`src/rtl/sdq_pkg.sv`:
```
// ----------------------------------------------------------------------------
// sdq_pkg: shared types and constants of the sorted due queue
// Opcodes, status codes, default sizes and the per-cell command bundle.
// ----------------------------------------------------------------------------
package sdq_pkg;

    localparam int unsigned DEF_QUEUE_DEPTH = 16;
    localparam int unsigned DEF_KEY_WIDTH   = 32;
    localparam int unsigned DEF_TAG_WIDTH   = 16;

    typedef enum logic {
        OP_INSERT = 1'b0,
        OP_REMOVE = 1'b1
    } t_opcode;

    typedef enum logic [1:0] {
        ST_DONE      = 2'd0,
        ST_FULL      = 2'd1,
        ST_NOT_FOUND = 2'd2
    } t_status;

    // command broadcast to every cell of the chain
    typedef struct packed {
        logic do_ins;
        logic do_rem;
    } t_cell_cmd;

endpackage

```
`src/rtl/sdq_cell.sv`:
```
// ----------------------------------------------------------------------------
// sdq_cell: one slot of the sorted queue chain
// Holds one entry; on insert it keeps, takes the new entry or takes its left
// neighbor; on remove it keeps or takes its right neighbor.
// ----------------------------------------------------------------------------
module sdq_cell #(
    parameter int unsigned KEY_WIDTH = sdq_pkg::DEF_KEY_WIDTH,
    parameter int unsigned TAG_WIDTH = sdq_pkg::DEF_TAG_WIDTH
) (
    input  logic                  i_clk,
    input  logic                  i_rst_n,
    input  sdq_pkg::t_cell_cmd    i_cmd,
    input  logic [KEY_WIDTH-1:0]  i_new_key,
    input  logic [TAG_WIDTH-1:0]  i_new_tag,
    input  logic                  i_left_valid,
    input  logic [KEY_WIDTH-1:0]  i_left_key,
    input  logic [TAG_WIDTH-1:0]  i_left_tag,
    input  logic                  i_left_place,
    input  logic                  i_left_found,
    input  logic                  i_right_valid,
    input  logic [KEY_WIDTH-1:0]  i_right_key,
    input  logic [TAG_WIDTH-1:0]  i_right_tag,
    output logic                  o_valid,
    output logic [KEY_WIDTH-1:0]  o_key,
    output logic [TAG_WIDTH-1:0]  o_tag,
    output logic                  o_place,
    output logic                  o_found
);

    logic                 r_valid;
    logic [KEY_WIDTH-1:0] r_key;
    logic [TAG_WIDTH-1:0] r_tag;
    logic                 n_valid;
    logic [KEY_WIDTH-1:0] n_key;
    logic [TAG_WIDTH-1:0] n_tag;

    // new entry belongs here or further left when this slot is empty or not smaller
    assign o_place = !r_valid || (r_key >= i_new_key);
    // a match at or left of this slot
    assign o_found = i_left_found || (r_valid && (r_tag == i_new_tag));

    always_comb begin
        n_valid = r_valid;
        n_key   = r_key;
        n_tag   = r_tag;
        if (i_cmd.do_ins && o_place) begin
            if (i_left_place) begin
                n_valid = i_left_valid;
                n_key   = i_left_key;
                n_tag   = i_left_tag;
            end else begin
                n_valid = 1'b1;
                n_key   = i_new_key;
                n_tag   = i_new_tag;
            end
        end else if (i_cmd.do_rem && o_found) begin
            n_valid = i_right_valid;
            n_key   = i_right_key;
            n_tag   = i_right_tag;
        end
    end

    always_ff @(posedge i_clk) begin
        if (!i_rst_n) begin
            r_valid <= 1'b0;
        end else begin
            r_valid <= n_valid;
        end
    end

    always_ff @(posedge i_clk) begin
        r_key <= n_key;
        r_tag <= n_tag;
    end

    assign o_valid = r_valid;
    assign o_key   = r_key;
    assign o_tag   = r_tag;

endmodule

```
`src/rtl/sorted_due_queue_unit.sv`:
```
// ----------------------------------------------------------------------------
// sorted_due_queue_unit: bounded queue of (due key, tag) kept in key order
// Top level: request handshake, fill counter, status and result register.
// ----------------------------------------------------------------------------
// Usage:
//   Slave side: one request per handshake. tuser carries the opcode
//   (insert or remove), tdata carries due_key (low bits) and item_tag.
//   Master side: one result per request. tuser carries the status,
//   tdata carries entry_count, head_valid, head_key and head_tag.
// Structure: a chain of QUEUE_DEPTH cells, cell 0 holding the head. All
//   cells compare against the request at once and shift one place left or
//   right together when the request is accepted.
// Result: the result appears in the cycle after the request is accepted.
// Throughput: one request per cycle while the receiver takes results; the
//   rate is set by the single result register, which must be empty or
//   draining before the next request is taken.
// Reset: the queue comes up empty (all cell valid bits and the fill count
//   cleared) with no result pending.
// Stall: while the receiver holds off, the result is held and s_axis_tready
//   drops, so the queue contents and head stay frozen.
// ----------------------------------------------------------------------------
module sorted_due_queue_unit #(
    parameter int unsigned QUEUE_DEPTH = sdq_pkg::DEF_QUEUE_DEPTH,
    parameter int unsigned KEY_WIDTH   = sdq_pkg::DEF_KEY_WIDTH,
    parameter int unsigned TAG_WIDTH   = sdq_pkg::DEF_TAG_WIDTH,
    localparam int unsigned CNT_W      = $clog2(QUEUE_DEPTH + 1),
    localparam int unsigned IN_DATA_W  = ((KEY_WIDTH + TAG_WIDTH + 7) / 8) * 8,
    localparam int unsigned OUT_DATA_W =
        ((CNT_W + 1 + KEY_WIDTH + TAG_WIDTH + 7) / 8) * 8
) (
    input  logic                  i_clk,
    input  logic                  i_rst_n,
    input  logic                  s_axis_tvalid,
    output logic                  s_axis_tready,
    // from bit 0: due_key, item_tag, zero fill
    input  logic [IN_DATA_W-1:0]  s_axis_tdata,
    // opcode
    input  logic                  s_axis_tuser,
    output logic                  m_axis_tvalid,
    input  logic                  m_axis_tready,
    // from bit 0: entry_count, head_valid, head_key, head_tag, zero fill
    output logic [OUT_DATA_W-1:0] m_axis_tdata,
    // status
    output logic [1:0]            m_axis_tuser
);

    logic [KEY_WIDTH-1:0] req_key;
    logic [TAG_WIDTH-1:0] req_tag;
    logic                 accept;
    logic                 is_remove;
    logic                 full;
    logic                 any_found;
    sdq_pkg::t_cell_cmd   cmd;

    logic [QUEUE_DEPTH-1:0] cell_valid;
    logic [KEY_WIDTH-1:0]   cell_key [QUEUE_DEPTH];
    logic [TAG_WIDTH-1:0]   cell_tag [QUEUE_DEPTH];
    logic [QUEUE_DEPTH-1:0] cell_place;
    logic [QUEUE_DEPTH-1:0] cell_found;

    logic                  r_out_valid;
    sdq_pkg::t_status      r_status;
    logic [CNT_W-1:0]      r_fill;
    logic                  n_out_valid;
    sdq_pkg::t_status      n_status;
    logic [CNT_W-1:0]      n_fill;

    assign req_key   = s_axis_tdata[KEY_WIDTH-1:0];
    assign req_tag   = s_axis_tdata[KEY_WIDTH +: TAG_WIDTH];
    assign is_remove = (s_axis_tuser == sdq_pkg::OP_REMOVE);

    // take a request when the result slot is empty or being drained
    assign s_axis_tready = !r_out_valid || m_axis_tready;
    assign accept        = s_axis_tvalid && s_axis_tready;

    assign full      = (r_fill == CNT_W'(QUEUE_DEPTH));
    // last cell's running match covers the whole list
    assign any_found = cell_found[QUEUE_DEPTH-1];

    // drop inserts into a full list; a remove with no match moves nothing
    assign cmd.do_ins = accept && !is_remove && !full;
    assign cmd.do_rem = accept && is_remove;

    for (genvar g = 0; g < QUEUE_DEPTH; g++) begin : g_cell
        logic                 left_valid;
        logic [KEY_WIDTH-1:0] left_key;
        logic [TAG_WIDTH-1:0] left_tag;
        logic                 left_place;
        logic                 left_found;
        logic                 right_valid;
        logic [KEY_WIDTH-1:0] right_key;
        logic [TAG_WIDTH-1:0] right_tag;

        if (g == 0) begin : g_head
            assign left_valid = 1'b0;
            assign left_key   = '0;
            assign left_tag   = '0;
            assign left_place = 1'b0;
            assign left_found = 1'b0;
        end else begin : g_mid
            assign left_valid = cell_valid[g-1];
            assign left_key   = cell_key[g-1];
            assign left_tag   = cell_tag[g-1];
            assign left_place = cell_place[g-1];
            assign left_found = cell_found[g-1];
        end

        if (g == QUEUE_DEPTH - 1) begin : g_tail
            assign right_valid = 1'b0;
            assign right_key   = '0;
            assign right_tag   = '0;
        end else begin : g_body
            assign right_valid = cell_valid[g+1];
            assign right_key   = cell_key[g+1];
            assign right_tag   = cell_tag[g+1];
        end

        sdq_cell #(
            .KEY_WIDTH (KEY_WIDTH),
            .TAG_WIDTH (TAG_WIDTH)
        ) u_cell (
            .i_clk         (i_clk),
            .i_rst_n       (i_rst_n),
            .i_cmd         (cmd),
            .i_new_key     (req_key),
            .i_new_tag     (req_tag),
            .i_left_valid  (left_valid),
            .i_left_key    (left_key),
            .i_left_tag    (left_tag),
            .i_left_place  (left_place),
            .i_left_found  (left_found),
            .i_right_valid (right_valid),
            .i_right_key   (right_key),
            .i_right_tag   (right_tag),
            .o_valid       (cell_valid[g]),
            .o_key         (cell_key[g]),
            .o_tag         (cell_tag[g]),
            .o_place       (cell_place[g]),
            .o_found       (cell_found[g])
        );
    end

    // status, fill count and result slot
    always_comb begin
        n_out_valid = r_out_valid;
        n_status    = r_status;
        n_fill      = r_fill;
        if (m_axis_tready) begin
            n_out_valid = 1'b0;
        end
        if (accept) begin
            n_out_valid = 1'b1;
            if (!is_remove) begin
                if (full) begin
                    n_status = sdq_pkg::ST_FULL;
                end else begin
                    n_status = sdq_pkg::ST_DONE;
                    n_fill   = r_fill + CNT_W'(1);
                end
            end else begin
                if (any_found) begin
                    n_status = sdq_pkg::ST_DONE;
                    n_fill   = r_fill - CNT_W'(1);
                end else begin
                    n_status = sdq_pkg::ST_NOT_FOUND;
                end
            end
        end
    end

    always_ff @(posedge i_clk) begin
        if (!i_rst_n) begin
            r_out_valid <= 1'b0;
            r_fill      <= '0;
        end else begin
            r_out_valid <= n_out_valid;
            r_fill      <= n_fill;
        end
    end

    always_ff @(posedge i_clk) begin
        r_status <= n_status;
    end

    // head comes straight from cell 0; it only moves together with the result
    assign m_axis_tvalid = r_out_valid;
    assign m_axis_tuser  = r_status;
    assign m_axis_tdata  = OUT_DATA_W'({
        (cell_valid[0] ? cell_tag[0] : {TAG_WIDTH{1'b0}}),
        (cell_valid[0] ? cell_key[0] : {KEY_WIDTH{1'b0}}),
        cell_valid[0],
        r_fill
    });

endmodule
```
`config.mk`:
```
export PLATFORM = sky130hd
export DESIGN_NAME = sorted_due_queue_unit
export DESIGN_NICKNAME = d
export VERILOG_FILES = /design/src/rtl/sdq_pkg.sv /design/src/rtl/sdq_cell.sv /design/src/rtl/sorted_due_queue_unit.sv
export SDC_FILE = /design/constraint.sdc
export NUM_CORES = 2
export LEC_CHECK = 0
export BUFFER_PORTS_ARGS = -buffer_cell sky130_fd_sc_hd__buf_2
export CAP_MARGIN = 20
export CORE_ASPECT_RATIO = 1.1
export CORE_MARGIN = 2
export CORE_UTILIZATION = 35
export CTS_BUF_LIST = sky130_fd_sc_hd__clkbuf_16
export DETAILED_ROUTE_END_ITERATION = 16
export GPL_TIMING_DRIVEN = 0
export SLEW_MARGIN = 0
export SYNTH_ARGS = -nofsm -noshare
export SYNTH_HDL_FRONTEND = slang
export SYNTH_SLANG_ARGS = --single-unit
```
`constraint.sdc`:
```
create_clock -name i_clk -period 27.7 [get_ports i_clk]
set_clock_uncertainty 0.2 [all_clocks]
set_input_delay 8.31 -clock i_clk [delete_from_list [all_inputs] [get_ports i_clk]]
set_output_delay 8.31 -clock i_clk [all_outputs]
set_load 0.02 [all_outputs]
```
==> impl_metrics.py <==
metrics = {
    "routing": {
        "antenna_left": 0,
        "drt_wl_total_mm": 184,
        "vias_per_cell": 5.65,
        "drtIter0Drc": 4620,
        "wl_per_cell_um": 23.7,
        "firstDrtPassIters": 6,
        "vias": 44000,
        "drc": 0,
    },
    "clock_network": {
        "clock_latency_ps": 710,
        "postCtsHoldBufs": 0,
        "cts_sinks": 792,
        "cts_tree": "built",
        "cts_resized": 0,
        "path_clk_slew_ps": 50,
        "htree_levels": 3,
        "cts_buffers": 92,
        "clk_path_buf_depth": 3,
        "cts-root-buf": "clkbuf_16",
        "post_cts_buffers": 0,
    },
    "sta": {
        "min_period_ps": 17230,
        "slew_viol_final": 0,
        "rsz0062_at_grt": "false",
        "tightest_slew_ps": 1220,
        "setup_tns_ps": 0,
        "slew_headroom_pct": 18.2,
        "fmax_ghz": 0.0580,
        "finalHoldViolCount": 0,
        "fin_crit_sh_pct": 62.2,
        "setup_viol": 0,
    },
    "power": {
        "power_frac_seq_pct": 44.4,
        "combPwrFrac_pct": 18.7,
        "power_mw": 3.37,
        "p_switching_mw": 1.02,
        "intPower_mw": 2.35,
        "clockPowerShare_pct": 36.9,
        "ir_worst_vdd_v": 0.0000397,
        "swShare_pct": 30.2,
        "leakagePower_nw": 23.1,
        "p_per_area_nw_per_um2": 55.7,
    },
    "yosys": {
        "ys.flop_type": "edfxtp_1",
        "async_flop_share_pct": 0,
        "synthesis.area_sq_um": 54200,
        "synthSimpleGateAreaFrac_pct": 12.1,
        "synth_xor_area_share_pct": 4.18,
        "synth_top_family_by_area": "compound AO/OA/AOI/OAI gates",
        "synth_compound_area_share_pct": 14.4,
        "postSynthAreaPerCell_sq_um": 9.92,
        "synth_cell_types": 82,
        "yosys_warnings": 0,
        "synthAdderAreaFrac_pct": 11.9,
        "ys_ff_latch": 792,
        "syn_inst": 5465,
        "synth_seq_area_share_pct": 43.5,
        "synth_edf_count": 770,
        "synthMuxAreaShare_pct": 10.3,
    },
    "die": {
        "core-area_sq_um": 154000,
        "die_h_um": 417,
        "initial_core_util_pct": 35.2,
        "dieArea_sq_um": 158000,
        "die_w_um": 379,
        "ios": 113,
        "rows": 151,
    },
    "grt": {
        "grt_pass1_vias": 43700,
        "antenna_found_initial": 15,
        "grt_max_degree": 49,
        "grtUsageTotal_pct": 22.7,
        "grt_pass1_wl_mm": 273,
        "overflow": 0,
    },
    "worst_setup_path": {
        "critPathBufInv": 2,
        "worst_r2r_path_depth": 14,
        "cp_max_fo": 3,
        "cp.arrival_ps": 8720,
        "cp.required_ps": 19190,
        "slowest_delay_ps": 170,
        "start_kind": "input port",
        "crit_cells": 3,
        "crit_path_end_kind": "output pin",
        "r2r_slack_ps": 22400,
        "critical_path_class": "input port to output pin",
        "crit_family": "buffers and inverters",
        "crit_chain": "buf_2, nand2b_1, buf_2",
        "critPathSlowestCell": "buf_2",
        "crit_top_cell": "buf_2",
    },
    "finish": {
        "fin_util_pct": 39.3,
        "fillers": 15300,
        "synthToLayoutAreaGrowth_pct": 11.7,
        "drive_above_1_share_pct": 6.52,
        "finalNetCount": 6212,
        "final_cells": 7788,
    },
    "placement": {
        "portBuffers": 62,
        "dp_hpwl_mm": 148,
        "place_congestion": 0.917,
        "dp_cells": 7612,
    },
    "outcome": {
        "status": "completed",
    },
    "worst_hold_path": {
        "hold_depth": 2,
        "hp-class": "flop to flop",
    },
    "flow_run": {
        "drv_cap": 0,
    },
}
-- power groups by stage --
stage / combinational [mW] / sequential [mW] / clock, mW
floorplan: 0.423 / 1.49 / 0
CTS: 0.620 / 1.50 / 1.26
finish: 0.631 / 1.50 / 1.24
global route: 0.696 / 1.50 / 1.30
detailed placement: 0.616 / 1.52 / 0
global placement: 0.587 / 1.53 / 0
-- stage by stage --
step                      setup WS, ps  hold WS [ps]  cell area (sq um)
final                            10470           308              60500
after detailed placement         10470           303              57600
after global routing             10440           331              60500
after CTS                        10460           312              60500
after global placement            9390           274              57100
after floorplan                  10640           270              54200
-- layer usage --
metal  GRT usage [%]  share of wire, %  up-vias
li1                -                 -    20500
met1            30.5                43    21600
met2            37.2                47     1481
met3            2.74               6.4      328
met4            8.26               3.5       16
met5               0             0.050        -
-- logic make-up (layout without fill, tap and decap cells) --
group,count (synthesis),count (layout)
AND/OR/NAND/NOR,1486,1486
AO/OA/AOI/OAI,1413,1413
flip-flops,792,792
multiplexers,554,554
adder cells (fa/ha/maj),516,516
buffers and inverters,444,698
XOR/XNOR,259,259
other,1,5
-- flip-flops by register name (all words and copies together) (netlist names) --
register               count
m_axis_tuser               2
g_cell.u_cell.o_valid     16
g_cell.u_cell.o_key      512
m_axis_tvalid              1
g_cell.u_cell.o_tag      256
r_fill                     5
-- worst register-to-register path, stage by stage (launching register included) --
cell and delay [ps]:
edfxtp_1 360, inv_1 120, ha_1 240, nand2b_1 140
a21o_1 180, a211oi_1 230, o21ai_0 150, a21o_1 240
a41oi_1 600, nand2b_1 190, clkbuf_1 520, clkbuf_1 560
clkbuf_1 590, o21ai_4 410, buf_12 300
-- cells in the mapped netlist, drive strengths merged, types with 45 or more instances --
master,count,area [sq um]
nand3,45,225
nor4,47,315
clkbuf,266,998
nand2,512,1930
xor2,76,666
a21o,85,638
nand4,100,641
nor2,589,2210
and2,55,344
a21oi,652,3260
mux2i,505,5050
xnor2,183,1600
edfxtp,770,23100
ha,515,6440
mux2,49,552
o21ai,509,2550
buf,107,652
-- final cells by class --
class	count	area [sq um]	area share (%)
sequential	792	23600	38.9
antenna	3	7.51	0.0124
timing repair buffer	83	677	1.12
inverter	71	267	0.440
clock buffer	94	2350	3.88
tap	2065	2580	4.27
buffer	373	1650	2.73
multi-input combinational	4230	28800	47.6
clock inverter	77	612	1.01
-- path summary, 6_finish.rpt --
kind                                        from                              endpoint
max                                m_axis_tready                         s_axis_tready
min                       r_fill[3]$_SDFFE_PN0P_                r_fill[3]$_SDFFE_PN0P_
min reg2reg               r_fill[3]$_SDFFE_PN0P_                r_fill[3]$_SDFFE_PN0P_
max reg2reg  g_cell[1].u_cell.o_key[0]$_DFFE_PP_  g_cell[1].u_cell.o_key[13]$_DFFE_PP_
-- layout by cell type (no fill, tap or decap), types with 85 or more instances in the layout --
cell type / synthesis / final
a21o_1: 85 / 85
a21oi_1: 652 / 652
buf_2: 50 / 115
clkbuf_1: 266 / 266
clkbuf_16: 0 / 94
edfxtp_1: 770 / 770
ha_1: 515 / 515
mux2i_1: 505 / 505
nand2_1: 510 / 502
nand4_1: 99 / 99
nor2_1: 589 / 589
o21ai_0: 508 / 503
xnor2_1: 183 / 183
(Power assumes the default switching activity.)
